[config.mk]
export PLATFORM = sky130hd
export DESIGN_NAME = ibl_cell
export DESIGN_NICKNAME = d
export VERILOG_FILES = /design/src/rtl/ibl_pkg.sv /design/src/rtl/ibl_cell.sv
export SDC_FILE = /design/constraint.sdc
export NUM_CORES = 1
export LEC_CHECK = 0
export BUFFER_PORTS_ARGS = -buffer_cell sky130_fd_sc_hd__buf_2
export CORE_AREA = 2 2 41 43
export CTS_CLUSTER_DIAMETER = 60
export CTS_CLUSTER_SIZE = 25
export DETAILED_ROUTE_END_ITERATION = 12
export DIE_AREA = 0 0 43 45
export PLACE_DENSITY_LB_ADDON = 0.12
export SLEW_MARGIN = 20
export SYNTH_ARGS = -nofsm -noshare
export SYNTH_HDL_FRONTEND = slang
export SYNTH_SLANG_ARGS = --single-unit
export TNS_END_PERCENT = 1
[constraint.sdc]
create_clock -name clk -period 2.45 [get_ports clk]
set_input_delay 0.245 -clock clk [delete_from_list [all_inputs] [get_ports clk]]
set_output_delay 0.245 -clock clk [all_outputs]
set_load 0.05 [all_outputs]
[src/rtl/ibl_pkg.sv]
// shared types and codes for the indexed byte list
`timescale 1ns / 1ps

package ibl_pkg;

    typedef enum logic [2:0] {
        OP_SET    = 3'd0,
        OP_GET    = 3'd1,
        OP_APPEND = 3'd2,
        OP_INSERT = 3'd3,
        OP_DELETE = 3'd4
    } op_t;

    typedef enum logic [1:0] {
        ST_OK    = 2'd0,
        ST_RANGE = 2'd1,
        ST_FULL  = 2'd2,
        ST_EMPTY = 2'd3
    } status_t;

    // per-request control broadcast along the cell row
    typedef struct packed {
        logic       set_en;
        logic       insert_en;
        logic       delete_en;
        logic [7:0] value;
    } ctrl_t;

endpackage

[src/rtl/ibl_cell.sv]
// one storage cell of the list row, with shift links to both neighbours
`timescale 1ns / 1ps

module ibl_cell #(
    parameter int IDX = 0,
    parameter int PW  = 9
) (
    input  logic            clk,
    input  ibl_pkg::ctrl_t  ctrl,
    input  logic [PW-1:0]   pos,
    input  logic [7:0]      left_data,
    input  logic [7:0]      right_data,
    output logic [7:0]      data,
    output logic [7:0]      rd_data
);

    logic [7:0] data_reg;
    logic [7:0] data_next;
    logic       at_pos;
    logic       above;

    assign at_pos = (pos == PW'(IDX));
    assign above  = (PW'(IDX) > pos);

    always_comb
    begin
        data_next = data_reg;
        if (ctrl.insert_en && at_pos)
        begin
            data_next = ctrl.value;
        end
        else if (ctrl.insert_en && above)
        begin
            data_next = left_data;
        end
        else if (ctrl.set_en && at_pos)
        begin
            data_next = ctrl.value;
        end
        else if (ctrl.delete_en && (at_pos || above))
        begin
            data_next = right_data;
        end
    end

    always_ff @(posedge clk)
    begin
        data_reg <= data_next;
    end

    assign data    = data_reg;
    assign rd_data = at_pos ? data_reg : 8'd0;

endmodule
Yosys cells after proc, flatten, opt, wreduce, memory -nomap -nowiden
Cells that the tools add are included.
{"block": "totals", "regBits": 8, "output_inout_bits": 16, "input_bits": 37}
{"block": "classes", "reduce_logical": 7, "muxes": 5, "order_cmp": 1}
{"operator": "$mux 8", "count": 5}
{"operator": "$gt 1x9->1 const A", "count": 1}
{"operator": "$logic_not 9->1", "count": 1}
{"operator": "$logic_and 1x1->1", "count": 4}
{"operator": "$reduce_bool 4->1", "count": 1}
{"operator": "$logic_or 1x1->1", "count": 1}

Depth between registers and ports, before layout
Gate-level depths: netlist (run 1).
{"block": "logic_depth", "word_depth": 7, "depth_mapped": 3}

Worst setup path before layout (run 1)
OpenSTA, ideal clock, no wires.
{"block": "synth_path", "path_kind": "in2out", "from": "in pos[6]", "to": "out rd_data[0]", "setup_slack_ns": 0.499, "arrival_time_ns": 1.706, "stages": 3, "path_buffers": 0, "cell_sequence": "or4_4 -> nor3_1 -> and2_1"}
{"block": "synth_between", "elab_chain_cells": 2}
{"item": "from (decl)", "line": "ibl_cell.sv:10", "source": "input logic [PW-1:0] pos,"}
{"item": "$logic_not 9->1", "line": "ibl_cell.sv:22", "source": "assign at_pos = (pos == PW'(IDX));"}
{"item": "$mux 8", "line": "ibl_cell.sv:52", "source": "assign rd_data = at_pos ? data_reg : 8'd0;"}
{"item": "to (decl)", "line": "ibl_cell.sv:14", "source": "output logic [7:0] rd_data"}
No other way between the ends.

Worst setup path after layout (run 1)
{"block": "layout_path", "from": "in pos[6]", "to": "out rd_data[3]"}
Same word-level chain as after synthesis.

==> results by group, run 1 <==
Timing
  – Number of failing setup endpoints in the final timing report: 0
  – Final clock period utilization by the worst path: 87.6%
  – Final Slew Violations: 0
  – Final hold viol count: 0
  – Max-Slew Margin vs Limit: 68.1%
  – Least-Margin Pin Slew: 0.476 ns
  – Worst path setup slack after routing: 0.304 ns
  – Highest attainable clock frequency: 466 MHz
  – Total negative setup slack: 0 ns
  – RSZ-0062 raised after global routing: no
  – Tmin final: 2.15 ns

Floorplanning
  – Rows: 14
  – Floorplan die height: 45 um
  – Width of the die: 43 um
  – Die area: 0.00194 sq mm
  – Placeable Area: 0.00147 sq mm
  – Effective utilization at floorplan: 30.1%
  – Io pins: 53

Drt
  – Number of optimization iterations in the first detailed-route pass: 2
  – Drt total wl: 965 um
  – Via count: 421
  – Average wire per cell in the routed design: 10.1 um
  – Routed vias/inst: 4.39
  – Iteration-0 DRC count of the detailed router: 1
  – Post-detailed-route DRC marker count: 0
  – Final ANT Viol Nets: 0

Final layout
  – Area Overhead vs Synth: 62.7%
  – Most frequent standard cell in the layout excluding fill and tap cells: sky130_fd_sc_hd__buf_2
  – Filler Cell Count: 143
  – Number of flip-flops under the largest register name: 8
  – Final core utilization: 49.0%
  – Layout cell share with drive strength beyond 1: 75.0%
  – Post-Layout Inst Area: 721 sq um
  – Diode count: 0
  – Layout Nets: 119
  – Top library cells by usage in the layout, fill and taps aside: 44 x sky130_fd_sc_hd__buf_2, 8 x sky130_fd_sc_hd__mux2_2, 8 x sky130_fd_sc_hd__and2_1, 8 x sky130_fd_sc_hd__edfxtp_1, 3 x sky130_fd_sc_hd__clkbuf_4
  – Sequential cell area: 240 sq um
  – Multi-input gate area in the final layout: 203 sq um

Power and ir drop
  – Part of the total power dissipated in combinational logic: 11.9%
  – Worst ir drop on vdd: 0.000247 V
  – Clock group share of total power: 34.6%
  – Post-route total power: 0.282 mW
  – Static leakage: 0.348 nW
  – Cell area power density: 392 mW/mm^2
  – Switching component of the power: 0.0531 mW
  – Switch share: 18.8%
  – Part of the power in registers: 53.5%
  – Internal cell power: 0.229 mW

Synthesis
  – Total number of yosys warnings: 0
  – Complex-gate fraction of the synthesized area: 1.98%
  – Register area share after synthesis: 54.2%
  – Area share of the largest cell type after synthesis: 54.2%
  – Register bit total from synthesis: 8
  – Distinct cell type count after synthesis: 10
  – Syn_nets: 68
  – Simple logic cell fraction of the synthesized area: 23.4%
  – Fraction of the mapped netlist area in adder cells: 0%
  – Avg Cell Area, Syn: 14.3 sq um
  – Synth area leaders: sky130_fd_sc_hd__edfxtp_1 54%, sky130_fd_sc_hd__mux2_2 20%, sky130_fd_sc_hd__and2_1 11%
  – Post-Synth XOR/XNOR Area: 0%
  – Cell type contributing the most total cell area after synthesis: sky130_fd_sc_hd__edfxtp_1
  – Netlist area before placement: 443 sq um
  – Post-synthesis instance total: 31
  – Post-synthesis mux area share: 20.3%
  – Main combinational cell family by area after synthesis: simple AND/OR/NAND/NOR gates

Worst setup path
  – Setup crit end kind: output port
  – CP max FO: 5
  – CP arrival: 1.90 ns
  – WS Path Type: input pin to output port
  – Startpoint kind of the worst setup timing path: input pin
  – Required time of the worst setup path: 2.20 ns

Clocking
  – Clk slew on worst S/H paths: 0.06 ns
  – Number of buffers on the longest clock path: 2
  – CTS H-tree depth: 1
  – Number of sinks handled by clock tree synthesis: 8
  – Cts bufs inserted: 3
  – Quantity of gates resized following cts: 0
  – Setup repair bufs after CTS: 0
  – Count of hold buffers inserted by post-cts repair: 0
  – Clock tree from TritonCTS: done
  – Clk root buf: sky130_fd_sc_hd__clkbuf_4

Place
  – Placed Instance Area: 698 sq um
  – Count of buffers inserted at the top-level ports: 44
  – Detailed-placement wirelength estimate: 859 um
  – Final weighted congestion in routability-driven placement: 0.750
  – Dpl ws: 0.295 ns

GRT
  – Remaining global-route overflow: 0
  – Global routing met3 resource utilization: 4.80%
  – Met2 layer usage reported by global route: 20.6%
  – Initial antenna violation count: 0
  – Vias in the first global route: 384
  – GR peak layer: met2
  – Global routing usage summed across all routing layers: 11.1%
  – Largest net degree at the start of global routing: 9
  – Met1 track demand over resource in global routing: 12.1%
  – First-pass GRT wire length: 1570 um

Worst hold path
  – Worst Hold Launch: ctrl[7]
  – Instance count along the most critical hold path: 2
  – Class of the most critical hold timing path: input pin to flip-flop
  – End of the worst hold path: data[7]

Status
  – Run status: finished, final reports clean

Flow run
  – MaxCap Viol Count: 0
==> how the worst max path moves through the flow <==
stage / from / end
6_report: pos[6] / rd_data[3]
4_1_cts: pos[6] / rd_data[3]
2_1_floorplan: pos[6] / rd_data[0]
3_3_place_gp: pos[6] / data[3]
5_1_grt: pos[6] / rd_data[3]
3_5_place_dp: pos[6] / data[4]
==> final cells by class <==
| class | count | area share, % |
|---|---|---|
| sequential | 8 | 33.3 |
| timing repair buffer | 46 | 32.6 |
| multi-input combinational | 23 | 28.1 |
| clock buffer | 3 | 3.13 |
| tap | 16 | 2.78 |
==> per-stage QoR <==
stage / cells / hold slack [ns]
2_1_floorplan: 31 / 0.465
3_3_place_gp: 93 / 0.548
3_5_place_dp: 93 / 0.551
4_1_cts: 96 / 0.291
5_1_grt: 96 / 0.288
6_report: 96 / 0.298
==> layer usage <==
| layer | routed length [um] | vias to the layer above | part of all wire, % |
|---|---|---|---|
| met5 | 0 | - | 0 |
| met3 | 97 | 0 | 10 |
| met2 | 529 | 22 | 55 |
| met4 | 0 | 0 | 0 |
| met1 | 338 | 182 | 35 |
| li1 | - | 217 | - |
==> cell families (layout without fill, tap and decap cells) <==
group / count (synthesis) / count (layout)
AO/OA/AOI/OAI: 1 / 1
multiplexers: 8 / 8
flip-flops: 8 / 8
buffers and inverters: 0 / 49
AND/OR/NAND/NOR: 14 / 14
==> synthesized netlist by cell type <==
| cell type | n |
|---|---|
| sky130_fd_sc_hd__or4_4 | 1 |
| sky130_fd_sc_hd__or3_1 | 1 |
| sky130_fd_sc_hd__nor3_1 | 1 |
| sky130_fd_sc_hd__or2_2 | 1 |
| sky130_fd_sc_hd__mux2_2 | 8 |
| sky130_fd_sc_hd__nor2_1 | 1 |
| sky130_fd_sc_hd__edfxtp_1 | 8 |
| sky130_fd_sc_hd__o31a_1 | 1 |
| sky130_fd_sc_hd__nor4_4 | 1 |
| sky130_fd_sc_hd__and2_1 | 8 |
==> worst max-delay path: stages <==
cell                     delay, ns
sky130_fd_sc_hd__buf_2        0.10
sky130_fd_sc_hd__or4_4        0.54
sky130_fd_sc_hd__nor3_1       0.43
sky130_fd_sc_hd__buf_4        0.22
sky130_fd_sc_hd__and2_1       0.11
sky130_fd_sc_hd__buf_2        0.25
==> power groups by stage <==
| stage | sequential (mW) | clock (mW) | combinational, mW |
|---|---|---|---|
| final | 0.151 | 0.0978 | 0.0336 |
| after global routing | 0.151 | 0.107 | 0.0377 |
| after CTS | 0.151 | 0.102 | 0.0340 |
| after detailed placement | 0.154 | 0 | 0.0339 |
| after global placement | 0.154 | 0 | 0.0332 |
| after floorplan | 0.155 | 0 | 0.0109 |
No activity file was read; power rests on OpenSTA's default activity.
==> run 2, diff against run 1 <==
--- a/config.mk
+++ b/config.mk
@@ -6,11 +6,11 @@
 export NUM_CORES = 1
 export LEC_CHECK = 0
 export BUFFER_PORTS_ARGS = -buffer_cell sky130_fd_sc_hd__buf_2
-export CORE_AREA = 2 2 41 43
+export CORE_AREA = 5 5 44 46
 export CTS_CLUSTER_DIAMETER = 60
 export CTS_CLUSTER_SIZE = 25
 export DETAILED_ROUTE_END_ITERATION = 12
-export DIE_AREA = 0 0 43 45
+export DIE_AREA = 0 0 49 51
 export PLACE_DENSITY_LB_ADDON = 0.12
 export SLEW_MARGIN = 20
 export SYNTH_ARGS = -nofsm -noshare
==> results by group, run 2 (synthesis results as in run 1) <==
Place
  – Final weighted congestion in routability-driven placement: 0.724 (-3.5%)
  – Count of placed standard cells including taps: 92 (-1.1%)
  – Dpl ws: 0.310 ns (+0.0154 ns)
  – Detailed-placement wirelength estimate: 1050 um (+22%)
  – Count of buffers inserted at the top-level ports: 44 (unchanged)

Final layout
  – Count of non-filler cells in the finished layout: 95 (-1.0%)
  – Number of flip-flops under the largest register name: 8 (unchanged)
  – Final core utilization: 48.5% (-0.51 points)
  – Most frequent standard cell in the layout excluding fill and tap cells: sky130_fd_sc_hd__buf_2
  – Diode count: 0 (unchanged)
  – Top library cells by usage in the layout, fill and taps aside: 44 x sky130_fd_sc_hd__buf_2, 8 x sky130_fd_sc_hd__mux2_2, 8 x sky130_fd_sc_hd__and2_1, 8 x sky130_fd_sc_hd__edfxtp_1, 3 x sky130_fd_sc_hd__clkbuf_4
  – Layout Nets: 118 (-0.84%)
  – Layout cell share with drive strength beyond 1: 74.7% (-0.32 points)
  – Area Overhead vs Synth: 61.0%

Worst hold path
  – Instance count along the most critical hold path: 2 (unchanged)
  – Worst Hold Launch: right_data[3]
  – End of the worst hold path: data[3]
  – Class of the most critical hold timing path: input pin to flip-flop

Drt
  – Iteration-0 DRC count of the detailed router: 3 (+2)
  – Post-detailed-route DRC marker count: 0 (unchanged)
  – Routed vias/inst: 4.45 (+1.5%)
  – Via count: 423 (+0.48%)
  – Final ANT Viol Nets: 0 (unchanged)
  – Drt total wl: 1180 um (+22%)
  – Average wire per cell in the routed design: 12.4 um (+23%)
  – Number of optimization iterations in the first detailed-route pass: 2 (unchanged)

Clocking
  – Number of sinks handled by clock tree synthesis: 8 (unchanged)
  – CTS H-tree depth: 1 (unchanged)
  – Cts bufs inserted: 3 (unchanged)
  – Clk slew on worst S/H paths: 0.05 ns (about the same)
  – Count of hold buffers inserted by post-cts repair: 0 (unchanged)
  – Setup repair bufs after CTS: 0 (unchanged)
  – Number of buffers on the longest clock path: 2 (unchanged)
  – Clock tree from TritonCTS: done
  – Quantity of gates resized following cts: 0 (unchanged)
  – Clk root buf: sky130_fd_sc_hd__clkbuf_4

Worst setup path
  – Setup crit end kind: output port
  – CP max FO: 8 (+3)
  – Largest delay share family, worst path: simple AND/OR/NAND/NOR gates
  – CP peak stage delay: 0.55 ns (about the same)
  – First element of the critical path: pos[6]
  – CP arrival: 1.70 ns (-0.20 ns)
  – Number of buffer and inverter stages on the critical path: 3 (unchanged)
  – Worst path slowest cell: sky130_fd_sc_hd__or4_4
  – Required time of the worst setup path: 2.20 ns (about the same)
  – Worst-path cell chain: buf_2 > or4_4 > nor3_1 > buf_4 > and2_1 > buf_2
  – Most numerous cell on the critical path: sky130_fd_sc_hd__buf_2
  – Startpoint kind of the worst setup timing path: input pin
  – WS Path Type: input pin to output port

GRT
  – Initial antenna violation count: 0 (unchanged)
  – First-pass GRT wire length: 1910 um (+22%)
  – Remaining global-route overflow: 0 (unchanged)
  – Global routing usage summed across all routing layers: 10.2% (-0.89 points)
  – Vias in the first global route: 438 (+14%)
  – Largest net degree at the start of global routing: 9 (unchanged)

Timing
  – Final hold viol count: 0 (unchanged)
  – Tmin final: 1.94 ns (-0.203 ns)
  – Worst path setup slack after routing: 0.507 ns (+0.203 ns)
  – RSZ-0062 raised after global routing: no
  – Total negative setup slack: 0 ns (unchanged)
  – Highest attainable clock frequency: 515 MHz (+10%)
  – Max-Slew Margin vs Limit: 62.5% (-5.5 points)
  – Final Slew Violations: 0 (unchanged)
  – Least-Margin Pin Slew: 0.558 ns (+0.0825 ns)
  – Number of failing setup endpoints in the final timing report: 0 (unchanged)
  – Final clock period utilization by the worst path: 79.3% (-8.3 points)

Floorplanning
  – Effective utilization at floorplan: 30.1% (unchanged)
  – Width of the die: 49 um (+14%)
  – Die area: 0.00250 sq mm (+29%)
  – Placeable Area: 0.00147 sq mm (unchanged)
  – Rows: 14 (unchanged)
  – Io pins: 53 (unchanged)
  – Floorplan die height: 51 um (+13%)

Power and ir drop
  – Worst ir drop on vdd: 0.000411 V (+66%)
  – Post-route total power: 0.282 mW (-0.25%)
  – Cell area power density: 395 mW/mm^2 (+0.80%)
  – Static leakage: 0.343 nW (-1.6%)

Flow run
  – MaxCap Viol Count: 0 (unchanged)

Status
  – Run status: finished, final reports clean
==> run 2: layer usage <==
layer / wire, um / vias to the layer above / track usage (%)
met3: 140 / 0 / 6.40
met1: 357 / 185 / 8.83
met5: 0 / - / 0
li1: - / 215 / -
met4: 0 / 0 / 2.69
met2: 678 / 23 / 19.6
==> run 2: worst max-delay path by stage <==
stage,to,slack [ns],cells past startpoint
3_3_place_gp,data[7],0.33,4
4_1_cts,rd_data[1],0.49,6
5_1_grt,rd_data[1],0.37,6
2_1_floorplan,rd_data[0],0.50,3
6_report,rd_data[1],0.51,6
3_5_place_dp,data[5],0.31,4
==> run 2: cell type report <==
class / count / area (sq um)
Fill cell: 146 / 758
Sequential cell: 8 / 240
Timing Repair Buffer: 45 / 228
Multi-Input combinational cell: 23 / 203
Clock buffer: 3 / 22.5
Tap cell: 16 / 20.0
==> run 2: power breakdown <==
part / internal [mW] / leakage [nW] / switching [mW] / total, mW
Clock: 0.0558 / 0.0138 / 0.0405 / 0.0963
Combinational: 0.0225 / 0.257 / 0.0117 / 0.0342
Sequential: 0.151 / 0.0719 / 0.0000858 / 0.151
==> run 2: per-stage QoR <==
step,hold WS (ns),area (sq um)
2_1_floorplan,0.465,443
3_3_place_gp,0.549,691
3_5_place_dp,0.552,691
4_1_cts,0.291,713
5_1_grt,0.283,713
6_report,0.295,713
